--- config.mk ---
export PLATFORM = sky130hd
export DESIGN_NAME = linked_queue_manager_unit
export DESIGN_NICKNAME = d
export VERILOG_FILES = /design/src/rtl/lqm_pkg.sv /design/src/rtl/lqm_ram.sv /design/src/rtl/lqm_ctrl.sv /design/src/rtl/linked_queue_manager_unit.sv
export SDC_FILE = /design/constraint.sdc
export NUM_CORES = 1
export LEC_CHECK = 0
export BUFFER_PORTS_ARGS = -buffer_cell sky130_fd_sc_hd__buf_2
export CAP_MARGIN = 40
export CORE_ASPECT_RATIO = 1.5
export CORE_MARGIN = 3
export CORE_UTILIZATION = 50
export CTS_CLUSTER_DIAMETER = 30
export DETAILED_ROUTE_END_ITERATION = 10
export PLACE_DENSITY = 0.66
export REMOVE_ABC_BUFFERS = 1
export SKIP_CTS_REPAIR_TIMING = 1
export SYNTH_ARGS = -nofsm -noshare
export SYNTH_HDL_FRONTEND = slang
export SYNTH_SLANG_ARGS = --single-unit
--- constraint.sdc ---
create_clock -name clk -period 5 [get_ports clk]
set_input_delay 1 -clock clk [delete_from_list [all_inputs] [get_ports clk]]
set_output_delay 1 -clock clk [all_outputs]
set_load 0.01 [all_outputs]
--- src/rtl/lqm_pkg.sv ---
// ----------------------------------------------------------------------------
// Linked queue manager package
// Shared sizes, request and status codes, item types and the controller's
// state and link memory command types.
// ----------------------------------------------------------------------------
package lqm_pkg;

    localparam int NUM_ELEMS  = 16;
    localparam int NUM_QUEUES = 4;

    localparam int REQ_W  = 2;
    localparam int QSEL_W = 2;
    localparam int ELEM_W = 4;
    localparam int STAT_W = 2;
    localparam int LEN_W  = 5;

    localparam logic [REQ_W-1:0] REQ_APPEND = 2'd0;
    localparam logic [REQ_W-1:0] REQ_REMOVE = 2'd1;

    localparam logic [STAT_W-1:0] ST_DONE   = 2'd0;
    localparam logic [STAT_W-1:0] ST_QUEUED = 2'd1;
    localparam logic [STAT_W-1:0] ST_ABSENT = 2'd2;

    typedef struct packed {
        logic [REQ_W-1:0]  req_type;
        logic [QSEL_W-1:0] queue_sel;
        logic [ELEM_W-1:0] elem_index;
    } in_t;

    typedef struct packed {
        logic [STAT_W-1:0] status;
        logic [LEN_W-1:0]  queue_length;
        logic [ELEM_W-1:0] head_elem;
        logic              head_valid;
    } out_t;

    typedef struct packed {
        logic              we;
        logic [ELEM_W-1:0] waddr;
        logic [ELEM_W-1:0] wdata;
        logic [ELEM_W-1:0] raddr;
    } ram_cmd_t;

    typedef enum logic [2:0] {
        S_IDLE,
        S_EXEC,
        S_APP_TAIL,
        S_APP_LINK,
        S_REM_LINK,
        S_RESP
    } state_t;

endpackage

--- src/rtl/lqm_ram.sv ---
// ----------------------------------------------------------------------------
// Generic RAM
// Single write port, single read port, read data registered.
// ----------------------------------------------------------------------------
module lqm_ram #(
    parameter int WIDTH = 8,
    parameter int DEPTH = 16,
    localparam int ADDR_W = (DEPTH > 1) ? $clog2(DEPTH) : 1
) (
    input  logic              clk,
    input  logic              we,
    input  logic [ADDR_W-1:0] waddr,
    input  logic [WIDTH-1:0]  wdata,
    input  logic [ADDR_W-1:0] raddr,
    output logic [WIDTH-1:0]  rdata
);

    logic [WIDTH-1:0] mem [DEPTH];
    logic [WIDTH-1:0] rdata_reg;

    always_ff @(posedge clk)
    begin
        if (we)
        begin
            mem[waddr] <= wdata;
        end
        rdata_reg <= mem[raddr];
    end

    assign rdata = rdata_reg;

endmodule

--- src/rtl/lqm_ctrl.sv ---
// ----------------------------------------------------------------------------
// Linked queue manager controller
// Request sequencer that holds the membership, owner, head and length tables
// and drives the next and prev link memories.
// ----------------------------------------------------------------------------
module lqm_ctrl
    import lqm_pkg::*;
(
    input  logic              clk,
    input  logic              rst_n,
    input  logic              in_valid,
    output logic              in_ready,
    input  in_t               in_item,
    input  logic              out_free,
    output logic              result_valid,
    output out_t              result,
    output ram_cmd_t          next_cmd,
    output ram_cmd_t          prev_cmd,
    input  logic [ELEM_W-1:0] next_rdata,
    input  logic [ELEM_W-1:0] prev_rdata
);

    state_t state_reg, state_next;
    in_t    req_reg;

    logic [STAT_W-1:0] status_reg;
    logic [NUM_ELEMS-1:0] member_reg;
    logic [QSEL_W-1:0] owner_reg [NUM_ELEMS];
    logic [ELEM_W-1:0] head_reg [NUM_QUEUES];
    logic [LEN_W-1:0]  length_reg [NUM_QUEUES];

    logic [QSEL_W-1:0] q;
    logic [ELEM_W-1:0] e;
    logic              q_ok, e_ok;
    logic [LEN_W-1:0]  len_q;
    logic [ELEM_W-1:0] head_q;
    logic              member_e;
    logic              app_ok, app_empty, rem_ok, rem_single;

    logic              status_we;
    logic [STAT_W-1:0] status_wdata;
    logic              set_member, clr_member;
    logic              head_we;
    logic [ELEM_W-1:0] head_wdata;

    assign q        = req_reg.queue_sel;
    assign e        = req_reg.elem_index;
    assign q_ok     = ({1'b0, q} < (QSEL_W + 1)'(NUM_QUEUES));
    assign e_ok     = ({1'b0, e} < (ELEM_W + 1)'(NUM_ELEMS));
    assign len_q    = length_reg[q];
    assign head_q   = head_reg[q];
    assign member_e = member_reg[e];

    assign app_ok     = (req_reg.req_type == REQ_APPEND) && q_ok && e_ok && !member_e;
    assign app_empty  = (len_q == '0);
    assign rem_ok     = (req_reg.req_type == REQ_REMOVE) && q_ok && e_ok && (len_q != '0)
                        && member_e && (owner_reg[e] == q);
    assign rem_single = (len_q == LEN_W'(1));

    always_comb
    begin
        state_next = state_reg;
        unique case (state_reg)
            S_IDLE:
            begin
                if (in_valid)
                begin
                    state_next = S_EXEC;
                end
            end
            S_EXEC:
            begin
                if (app_ok && !app_empty)
                begin
                    state_next = S_APP_TAIL;
                end
                else if (rem_ok && !rem_single)
                begin
                    state_next = S_REM_LINK;
                end
                else
                begin
                    state_next = S_RESP;
                end
            end
            S_APP_TAIL:
            begin
                state_next = S_APP_LINK;
            end
            S_APP_LINK:
            begin
                state_next = S_RESP;
            end
            S_REM_LINK:
            begin
                state_next = S_RESP;
            end
            S_RESP:
            begin
                if (out_free)
                begin
                    state_next = S_IDLE;
                end
            end
            default:
            begin
                state_next = S_IDLE;
            end
        endcase
    end

    always_comb
    begin
        in_ready     = 1'b0;
        result_valid = 1'b0;
        status_we    = 1'b0;
        status_wdata = ST_DONE;
        set_member   = 1'b0;
        clr_member   = 1'b0;
        head_we      = 1'b0;
        head_wdata   = e;
        next_cmd     = '{we: 1'b0, waddr: e, wdata: e, raddr: e};
        prev_cmd     = '{we: 1'b0, waddr: e, wdata: e, raddr: e};
        unique case (state_reg)
            S_IDLE:
            begin
                in_ready = 1'b1;
            end
            S_EXEC:
            begin
                status_we = 1'b1;
                if (req_reg.req_type == REQ_APPEND)
                begin
                    if (!app_ok)
                    begin
                        status_wdata = ST_QUEUED;
                    end
                    else if (app_empty)
                    begin
                        next_cmd.we = 1'b1;
                        prev_cmd.we = 1'b1;
                        head_we     = 1'b1;
                        set_member  = 1'b1;
                    end
                    else
                    begin
                        prev_cmd.raddr = head_q;
                    end
                end
                else if (req_reg.req_type == REQ_REMOVE)
                begin
                    if (!rem_ok)
                    begin
                        status_wdata = ST_ABSENT;
                    end
                    else if (rem_single)
                    begin
                        clr_member = 1'b1;
                    end
                end
            end
            S_APP_TAIL:
            begin
                next_cmd.we    = 1'b1;
                next_cmd.waddr = prev_rdata;
                prev_cmd.we    = 1'b1;
                prev_cmd.wdata = prev_rdata;
            end
            S_APP_LINK:
            begin
                next_cmd.we    = 1'b1;
                next_cmd.wdata = head_q;
                prev_cmd.we    = 1'b1;
                prev_cmd.waddr = head_q;
                set_member     = 1'b1;
            end
            S_REM_LINK:
            begin
                next_cmd.we    = 1'b1;
                next_cmd.waddr = prev_rdata;
                next_cmd.wdata = next_rdata;
                prev_cmd.we    = 1'b1;
                prev_cmd.waddr = next_rdata;
                prev_cmd.wdata = prev_rdata;
                head_we        = (head_q == e);
                head_wdata     = next_rdata;
                clr_member     = 1'b1;
            end
            S_RESP:
            begin
                result_valid = out_free;
            end
            default:
            begin
                in_ready = 1'b0;
            end
        endcase
    end

    always_comb
    begin
        result.status       = status_reg;
        result.queue_length = q_ok ? len_q : '0;
        result.head_valid   = q_ok && (len_q != '0);
        result.head_elem    = result.head_valid ? head_q : '0;
    end

    always_ff @(posedge clk or negedge rst_n)
    begin
        if (!rst_n)
        begin
            state_reg  <= S_IDLE;
            member_reg <= '0;
            for (int i = 0; i < NUM_QUEUES; i++)
            begin
                length_reg[i] <= '0;
            end
        end
        else
        begin
            state_reg <= state_next;
            if (set_member)
            begin
                member_reg[e] <= 1'b1;
                length_reg[q] <= len_q + LEN_W'(1);
            end
            else if (clr_member)
            begin
                member_reg[e] <= 1'b0;
                length_reg[q] <= len_q - LEN_W'(1);
            end
        end
    end

    always_ff @(posedge clk)
    begin
        if (in_valid && in_ready)
        begin
            req_reg <= in_item;
        end
        if (status_we)
        begin
            status_reg <= status_wdata;
        end
        if (set_member)
        begin
            owner_reg[e] <= q;
        end
        if (head_we)
        begin
            head_reg[q] <= head_wdata;
        end
    end

endmodule

--- src/rtl/linked_queue_manager_unit.sv ---
// ----------------------------------------------------------------------------
// Linked queue manager
// Circular doubly linked queues over a shared pool of element slots.
// ----------------------------------------------------------------------------
// Each request item takes one result item. A query, a rejected request, an
// append to an empty queue and a remove of a queue's only element go from
// the execute state straight to the result state; any other remove passes
// through the remove link state, any other append through the append tail
// and append link states. A new item is accepted once the controller is back
// in idle. The next and prev link memories have one write port each and a
// registered read: an append to a non-empty queue reads the tail link, then
// rewrites four links. The result register lets the next item be accepted
// while a result still waits to be taken. No clearing pass follows reset.
module linked_queue_manager_unit
    import lqm_pkg::*;
(
    input  logic clk,
    input  logic rst_n,
    input  logic in_valid,
    output logic in_ready,
    input  in_t  in_item,
    output logic out_valid,
    input  logic out_ready,
    output out_t out_item
);

    ram_cmd_t          next_cmd, prev_cmd;
    logic [ELEM_W-1:0] next_rdata, prev_rdata;
    logic              result_valid;
    out_t              result;
    logic              out_free;
    logic              out_valid_reg;
    out_t              out_item_reg;

    assign out_free = !out_valid_reg || out_ready;

    lqm_ctrl u_ctrl (
        .clk          (clk),
        .rst_n        (rst_n),
        .in_valid     (in_valid),
        .in_ready     (in_ready),
        .in_item      (in_item),
        .out_free     (out_free),
        .result_valid (result_valid),
        .result       (result),
        .next_cmd     (next_cmd),
        .prev_cmd     (prev_cmd),
        .next_rdata   (next_rdata),
        .prev_rdata   (prev_rdata)
    );

    lqm_ram #(
        .WIDTH (ELEM_W),
        .DEPTH (NUM_ELEMS)
    ) u_next_ram (
        .clk   (clk),
        .we    (next_cmd.we),
        .waddr (next_cmd.waddr),
        .wdata (next_cmd.wdata),
        .raddr (next_cmd.raddr),
        .rdata (next_rdata)
    );

    lqm_ram #(
        .WIDTH (ELEM_W),
        .DEPTH (NUM_ELEMS)
    ) u_prev_ram (
        .clk   (clk),
        .we    (prev_cmd.we),
        .waddr (prev_cmd.waddr),
        .wdata (prev_cmd.wdata),
        .raddr (prev_cmd.raddr),
        .rdata (prev_rdata)
    );

    always_ff @(posedge clk or negedge rst_n)
    begin
        if (!rst_n)
        begin
            out_valid_reg <= 1'b0;
        end
        else if (result_valid)
        begin
            out_valid_reg <= 1'b1;
        end
        else if (out_ready)
        begin
            out_valid_reg <= 1'b0;
        end
    end

    always_ff @(posedge clk)
    begin
        if (result_valid)
        begin
            out_item_reg <= result;
        end
    end

    assign out_valid = out_valid_reg;
    assign out_item  = out_item_reg;

endmodule

; ---- Word level (Yosys, flattened, before mapping)
; Memories as Yosys holds them, arrays and structs flattened. A register that Yosys moved wholly into a read port is not among the register bits.
; Cells that the tools add are included.
[classes]
add_sub_neg = 2
order_cmp = 4
eq_ne = 11
mux = 55
n_bitwise = 4
n_reduce_logical = 24
[op_table]
columns = operator, count
row1 = 20-bit bitwise mux, 2
row2 = 20-bit two-way mux, 2
row3 = 16-bit two-way mux, 2
row4 = 4-bit two-way mux, 7
row5 = 1-bit two-way mux, 22
row6 = 16-bit bitwise AND, 1
row7 = 16-bit inverter, 1
row8 = 16-bit OR, 1
row9 = 5-bit two-way mux, 3
row10 = 3-bit case mux with 5 select lines, 1
row11 = 5-bit binary-select mux with 2-bit select, 1
row12 = 5-bit demux with 2-bit select, 1
row13 = 1-bit logical AND, 9
row14 = 3-bit two-way mux, 3
row15 = 2-bit two-way mux, 4
row16 = 1-bit case mux with 2 select lines, 4
row17 = 4-bit case mux with 2 select lines, 1
row18 = 3-bit by 2-bit == test with 1-bit output (second input constant), 2
row19 = 3-bit == test (second input constant), 2
row20 = 5-bit by 1-bit adder with 5-bit output (second input constant), 1
row21 = 5-bit by 1-bit == test with 1-bit output (second input constant), 1
row22 = 5-bit logical NOT, 1
row23 = 4-bit by 5-bit < comparator with 1-bit output (second input constant), 1
row24 = 5-bit nonzero test, 1
row25 = other kinds (21), 26
[word_totals]
ff_bits = 62
mem_bits_rw = 176
in_bits = 12
output_inout_bits = 14
word_cells = 119
memories = 4
[memory_table]
columns = memory, depth, word_bits, rd, rd_clocked_by_memory_dff, write_ports, line
row1 = u_next_ram.mem, 16, 4, 1, 1, 1, lqm_ram.sv:18  ; logic [WIDTH-1:0] mem [DEPTH];
row2 = u_prev_ram.mem, 16, 4, 1, 1, 1, lqm_ram.sv:18
row3 = u_ctrl.owner_reg, 16, 2, 1, 1, 1, lqm_ctrl.sv:28  ; logic [QSEL_W-1:0] owner_reg [NUM_ELEMS];
row4 = u_ctrl.head_reg, 4, 4, 1, 1, 1, lqm_ctrl.sv:29  ; logic [ELEM_W-1:0] head_reg [NUM_QUEUES];

; ---- Depth between registers and ports, before layout
[depth]
word_depth = 14
mapped_depth = 15
ltp_nobuf = 12

; ---- Hierarchy
; Synthesis repeated with hierarchy kept, for this count alone.
[hier_totals]
cells_unflattened = 646
area_unflattened_um2 = 10777.8
[modules_own_cells]
columns = mod, instances, cells_each, area_per_inst_um2, seq_area_each_um2
row1 = lqm_ram, 2, 130, 2666.3, 2001.9
row2 = lqm_ctrl, 1, 371, 5037.3, 2837.7
row3 = linked_queue_manager_unit, 1, 15, 407.9, 385.4

; ---- Worst setup path after synthesis
; No wires, ideal clock.
[synth_timing]
path_kind = reg2reg
from = register u_ctrl.req_reg, in the netlist u_ctrl.q[1]
to = register u_prev_ram.rdata_reg[0], in the netlist u_prev_ram.rdata[0] (read register of u_prev_ram.mem)
setup_ps = 134
t_arrival_ps = 4020
t_required_ps = 4866
slack_ps = 846
path_stages_with_launch = 15
path_buffers = 3
period_less_slack_ps = 4154
path_cell_list = edfxtp_1 > buf_1 > mux2_2 > o21ai_0 > ha_1 > inv_1 > nor4_4 > inv_2 > and4_1 > buf_6 > mux2i_4 > buf_6 > mux2i_1 > o22ai_1 > or4_1
[synth_between]
elab_chain_cells = 9
[synth_lines]
columns = item, line
row1 = start: declaration, lqm_ctrl.sv:24  ; in_t req_reg;
row2 = start signal: assignment, lqm_ctrl.sv:239  ; req_reg <= in_item;
row3 = 2-bit inverter with 3-bit output (implied by the code), lqm_ctrl.sv:50  ; assign len_q = length_reg[q];
row4 = 5-bit binary-select mux with 2-bit select, lqm_ctrl.sv:50
row5 = 5-bit two-way mux (implied by the code) (2 in series), lqm_ctrl.sv:50
row6 = 5-bit logical NOT, lqm_ctrl.sv:55  ; assign app_empty = (len_q == '0);
row7 = 4-bit two-way mux, lqm_ctrl.sv:138  ; else if (app_empty)
row8 = 4-bit two-way mux, lqm_ctrl.sv:134  ; if (!app_ok)
row9 = 4-bit two-way mux, lqm_ctrl.sv:132  ; if (req_reg.req_type == REQ_APPEND)
row10 = 4-bit two-way mux, lqm_ctrl.sv:124  ; unique case (state_reg)
row11 = end: declaration, lqm_ram.sv:19  ; logic [WIDTH-1:0] rdata_reg;
; No other way between the ends. The select of a mux whose other input is x is not followed.
; A chain may end at the register's enable or synchronous reset.

; ---- Worst setup path after layout
[layout_timing]
from = register u_ctrl.req_reg, in the netlist u_ctrl.q[0]
to = register u_prev_ram.rdata_reg[3], in the netlist u_prev_ram.rdata[3] (read register of u_prev_ram.mem)
; Same word-level chain as after synthesis.

==> metrics.csv <==
metric,value,unit
status,"complete, no violations",
clock latency on the worst-skew pair,0.50,ns
FMAX,236,MHz
vias in the first global route,6282,
clock group share of total power,33.5,%
first-pass GRT wire length,35500,um
Die Span Y,184,um
post-synthesis register bit count,252,
unrepaired setup endpoints after global routing,no,
Worst-Margin Slew,0.837,ns
yosys warns,0,
Async SR Flop Fraction,15.9,%
die area,22900,um2
final wirelength,22500,um
core area,20600,um2
initial antenna violation count,0,
WL per Instance,22.7,um
reg-to-reg endpoint,u_prev_ram.rdata[3],
number of port buffers,25,
worst setup path category,reg2reg,
FILL cells,1524,
top_reg_cell synth,edfxtp_1,
Slew HR,44.2,%
gpl congestion,0.879,
CTS tree,yes,
crit path cell chain,buf_4 > nand2_1 > o21ai_0 > ha_1 > inv_1 > nor4_4 > inv_2 > and4_1 > mux2i_4 > buf_4 > mux2i_1 > o22ai_1 > or4_1,
Clock Sinks,252,
starting density of the core,51.2,%
Leak Pwr,0.00431,uW
peak supply drop,0.261,mV
period utilization,84.6,%
largest net degree at the start of global routing,35,
setup TNS,0,ns
crit start category,register,
DRT iter0 DRCs,535,
Crit Path Max Fanout,32,
Cell Pwr Density,595,nW/um2
WP buf/inv,4,
Post-Syn Area,10500,um2
Comb pwr share,24.6,%
critical path arrival,4.61,ns
Crit-path slowest cell,edfxtp_1,
ANT cells,0,
sw power,2250,uW
Ports,26,
Worst R2R Path Depth,13,
worst hold path class,in2async,
layout cells sized above 1,21.5,%
DP Wirelength,16000,um
synth unique cells,55,
routed vias/inst,5.89,
via count,5840,
"delay-heaviest family, CP",simple AND/OR/NAND/NOR gates,
die extent in x,125,um
final setup fails,0,
CP Data Required Time,5.37,ns
Tmin final,4.23,ns
root buf cell,clkbuf_16,
GRT Total Usage,20.2,%
Final Max Slew Viols,0,
DR pass1 iterations,5,
Setup Skew,0.0267,ns
syn avg cell area,16.1,um2
Sw Ratio,31.2,%
area grow syn2layout,15.3,%
max-cap viol count,0,
sequential area share after synthesis,68.6,%
FF-to-FF setup slack,0.77,ns
total congestion overflow,0,
Clock Path Buffers,3,
htree depth,2,
slowest cell delay on critical path,0.66,ns
P_int,4970,uW
Post-synth EDFFs,198,
critical path endpoint category,register,
sequential share of power,42.0,%
Post-Synthesis Cells,653,
Total Nets Final,717,
worst r2r src,u_ctrl.q[0],
CP most frequent cell,buf_4,
remaining antenna violation count after routing,0,
DRC Markers,0,
cell row count,64,
Num CTS Buffers,35,
Worst-path clk slew,0.06,ns
hold_ws,0.346,ns
final hold viol count,0,
[stage by stage]
stage	cells	setup slack, ns	utilization [%]	total power, uW	area, um2
global route	991	0.453	59.0	7560	12100
global placement	926	0.878	53.1	4790	10900
CTS	991	0.750	59.0	7300	12100
detailed placement	929	0.709	53.3	4860	11000
floorplan	628	0.450	-	4210	10400
finish	991	0.768	59.0	7220	12100
[power by group through the flow]
stage | clock (uW) | sequential, uW | combinational (uW)
after floorplan | 0 | 3040 | 1170
after global placement | 0 | 3070 | 1720
after detailed placement | 0 | 3070 | 1790
after CTS | 2470 | 3030 | 1800
after global routing | 2560 | 3070 | 1930
final | 2420 | 3030 | 1770
[layout by cell type, fill, tap and decap left out, drive strengths merged, types with 13 or more instances in the layout]
cell | netlist | routed
o22ai | 18 | 18
dfxtp | 14 | 14
mux4 | 40 | 40
nand2 | 28 | 28
inv | 13 | 26
edfxtp | 198 | 198
buf | 13 | 37
mux2i | 44 | 44
dfrtp | 40 | 40
nor2 | 70 | 70
mux2 | 28 | 28
clkbuf | 12 | 38
nor3 | 20 | 20
a2bb2oi | 13 | 13
[area by class of cell]
cell class	count	area (um2)	area share [%]
inverters	14	52.6	0.433
clock buffers	38	897	7.39
flip-flops and latches	252	7230	59.5
well taps	264	330	2.72
repair buffers	37	251	2.07
multi-input cells	362	3120	25.7
clock inverters	24	264	2.17
[how the worst max path moves through the flow]
stage / start / slack (ns) / cells past startpoint / to
2_1_floorplan: u_ctrl.q[1] / 0.45 / 11 / u_prev_ram.rdata[0]
3_3_place_gp: u_ctrl.e[0] / 0.88 / 8 / u_prev_ram.rdata[3]
4_1_cts: u_ctrl.q[0] / 0.75 / 13 / u_prev_ram.rdata[3]
3_5_place_dp: u_ctrl.q[0] / 0.71 / 13 / u_prev_ram.rdata[0]
6_report: u_ctrl.q[0] / 0.77 / 13 / u_prev_ram.rdata[3]
5_1_grt: u_ctrl.q[0] / 0.45 / 13 / u_prev_ram.rdata[3]
[logic make-up (layout without fill, tap and decap cells)]
family	Yosys count	after routing	share of synthesized area, %
and+or+nand+nor	167	167	7.96
AOI/OAI and AO/OA	70	70	4.60
muxes	112	112	15.8
DFF	252	252	68.6
adders and majority gates	3	3	0.356
buffers and inverters	39	113	1.79
xor gates and xnor gates	10	10	0.832
[synth_stat cells, types with 2 or more instances]
library cell	instances	share of area [%]
mux2_2	8	0.86
a221o_1	2	0.19
or4_1	4	0.29
or3_1	2	0.12
nor2b_1	5	0.30
nor2_2	3	0.18
buf_6	5	0.53
buf_2	4	0.19
clkbuf_1	12	0.43
buf_1	4	0.14
o21ai_0	9	0.43
nor3_1	18	0.86
a21oi_1	4	0.19
a2bb2oi_1	13	1.1
o22ai_1	18	1.1
dfrtp_1	40	9.5
a22oi_1	2	0.14
nand2b_1	10	0.59
a21o_1	3	0.21
o21a_1	2	0.14
inv_1	12	0.43
a31oi_1	10	0.59
mux2i_1	43	4.1
xor2_1	3	0.25
xnor2_1	7	0.58
nand3_1	10	0.48
nand2_1	28	1.0
edfxtp_1	198	56
and2_1	8	0.48
mux4_2	40	8.6
ha_1	3	0.36
dfxtp_1	14	2.7
nor2_1	67	2.4
mux2_1	20	2.1
o31ai_1	2	0.14
[metal layers]
layer / GRT usage [%] / routed length [um] / up-vias
li1: - / - / 2651
met1: 22.6 / 8260 / 2962
met2: 38.3 / 12600 / 175
met3: 3.20 / 856 / 52
met4: 8.34 / 780 / 0
met5: 0 / 0 / -
Note: power is estimated with default switching activity, not from simulation.
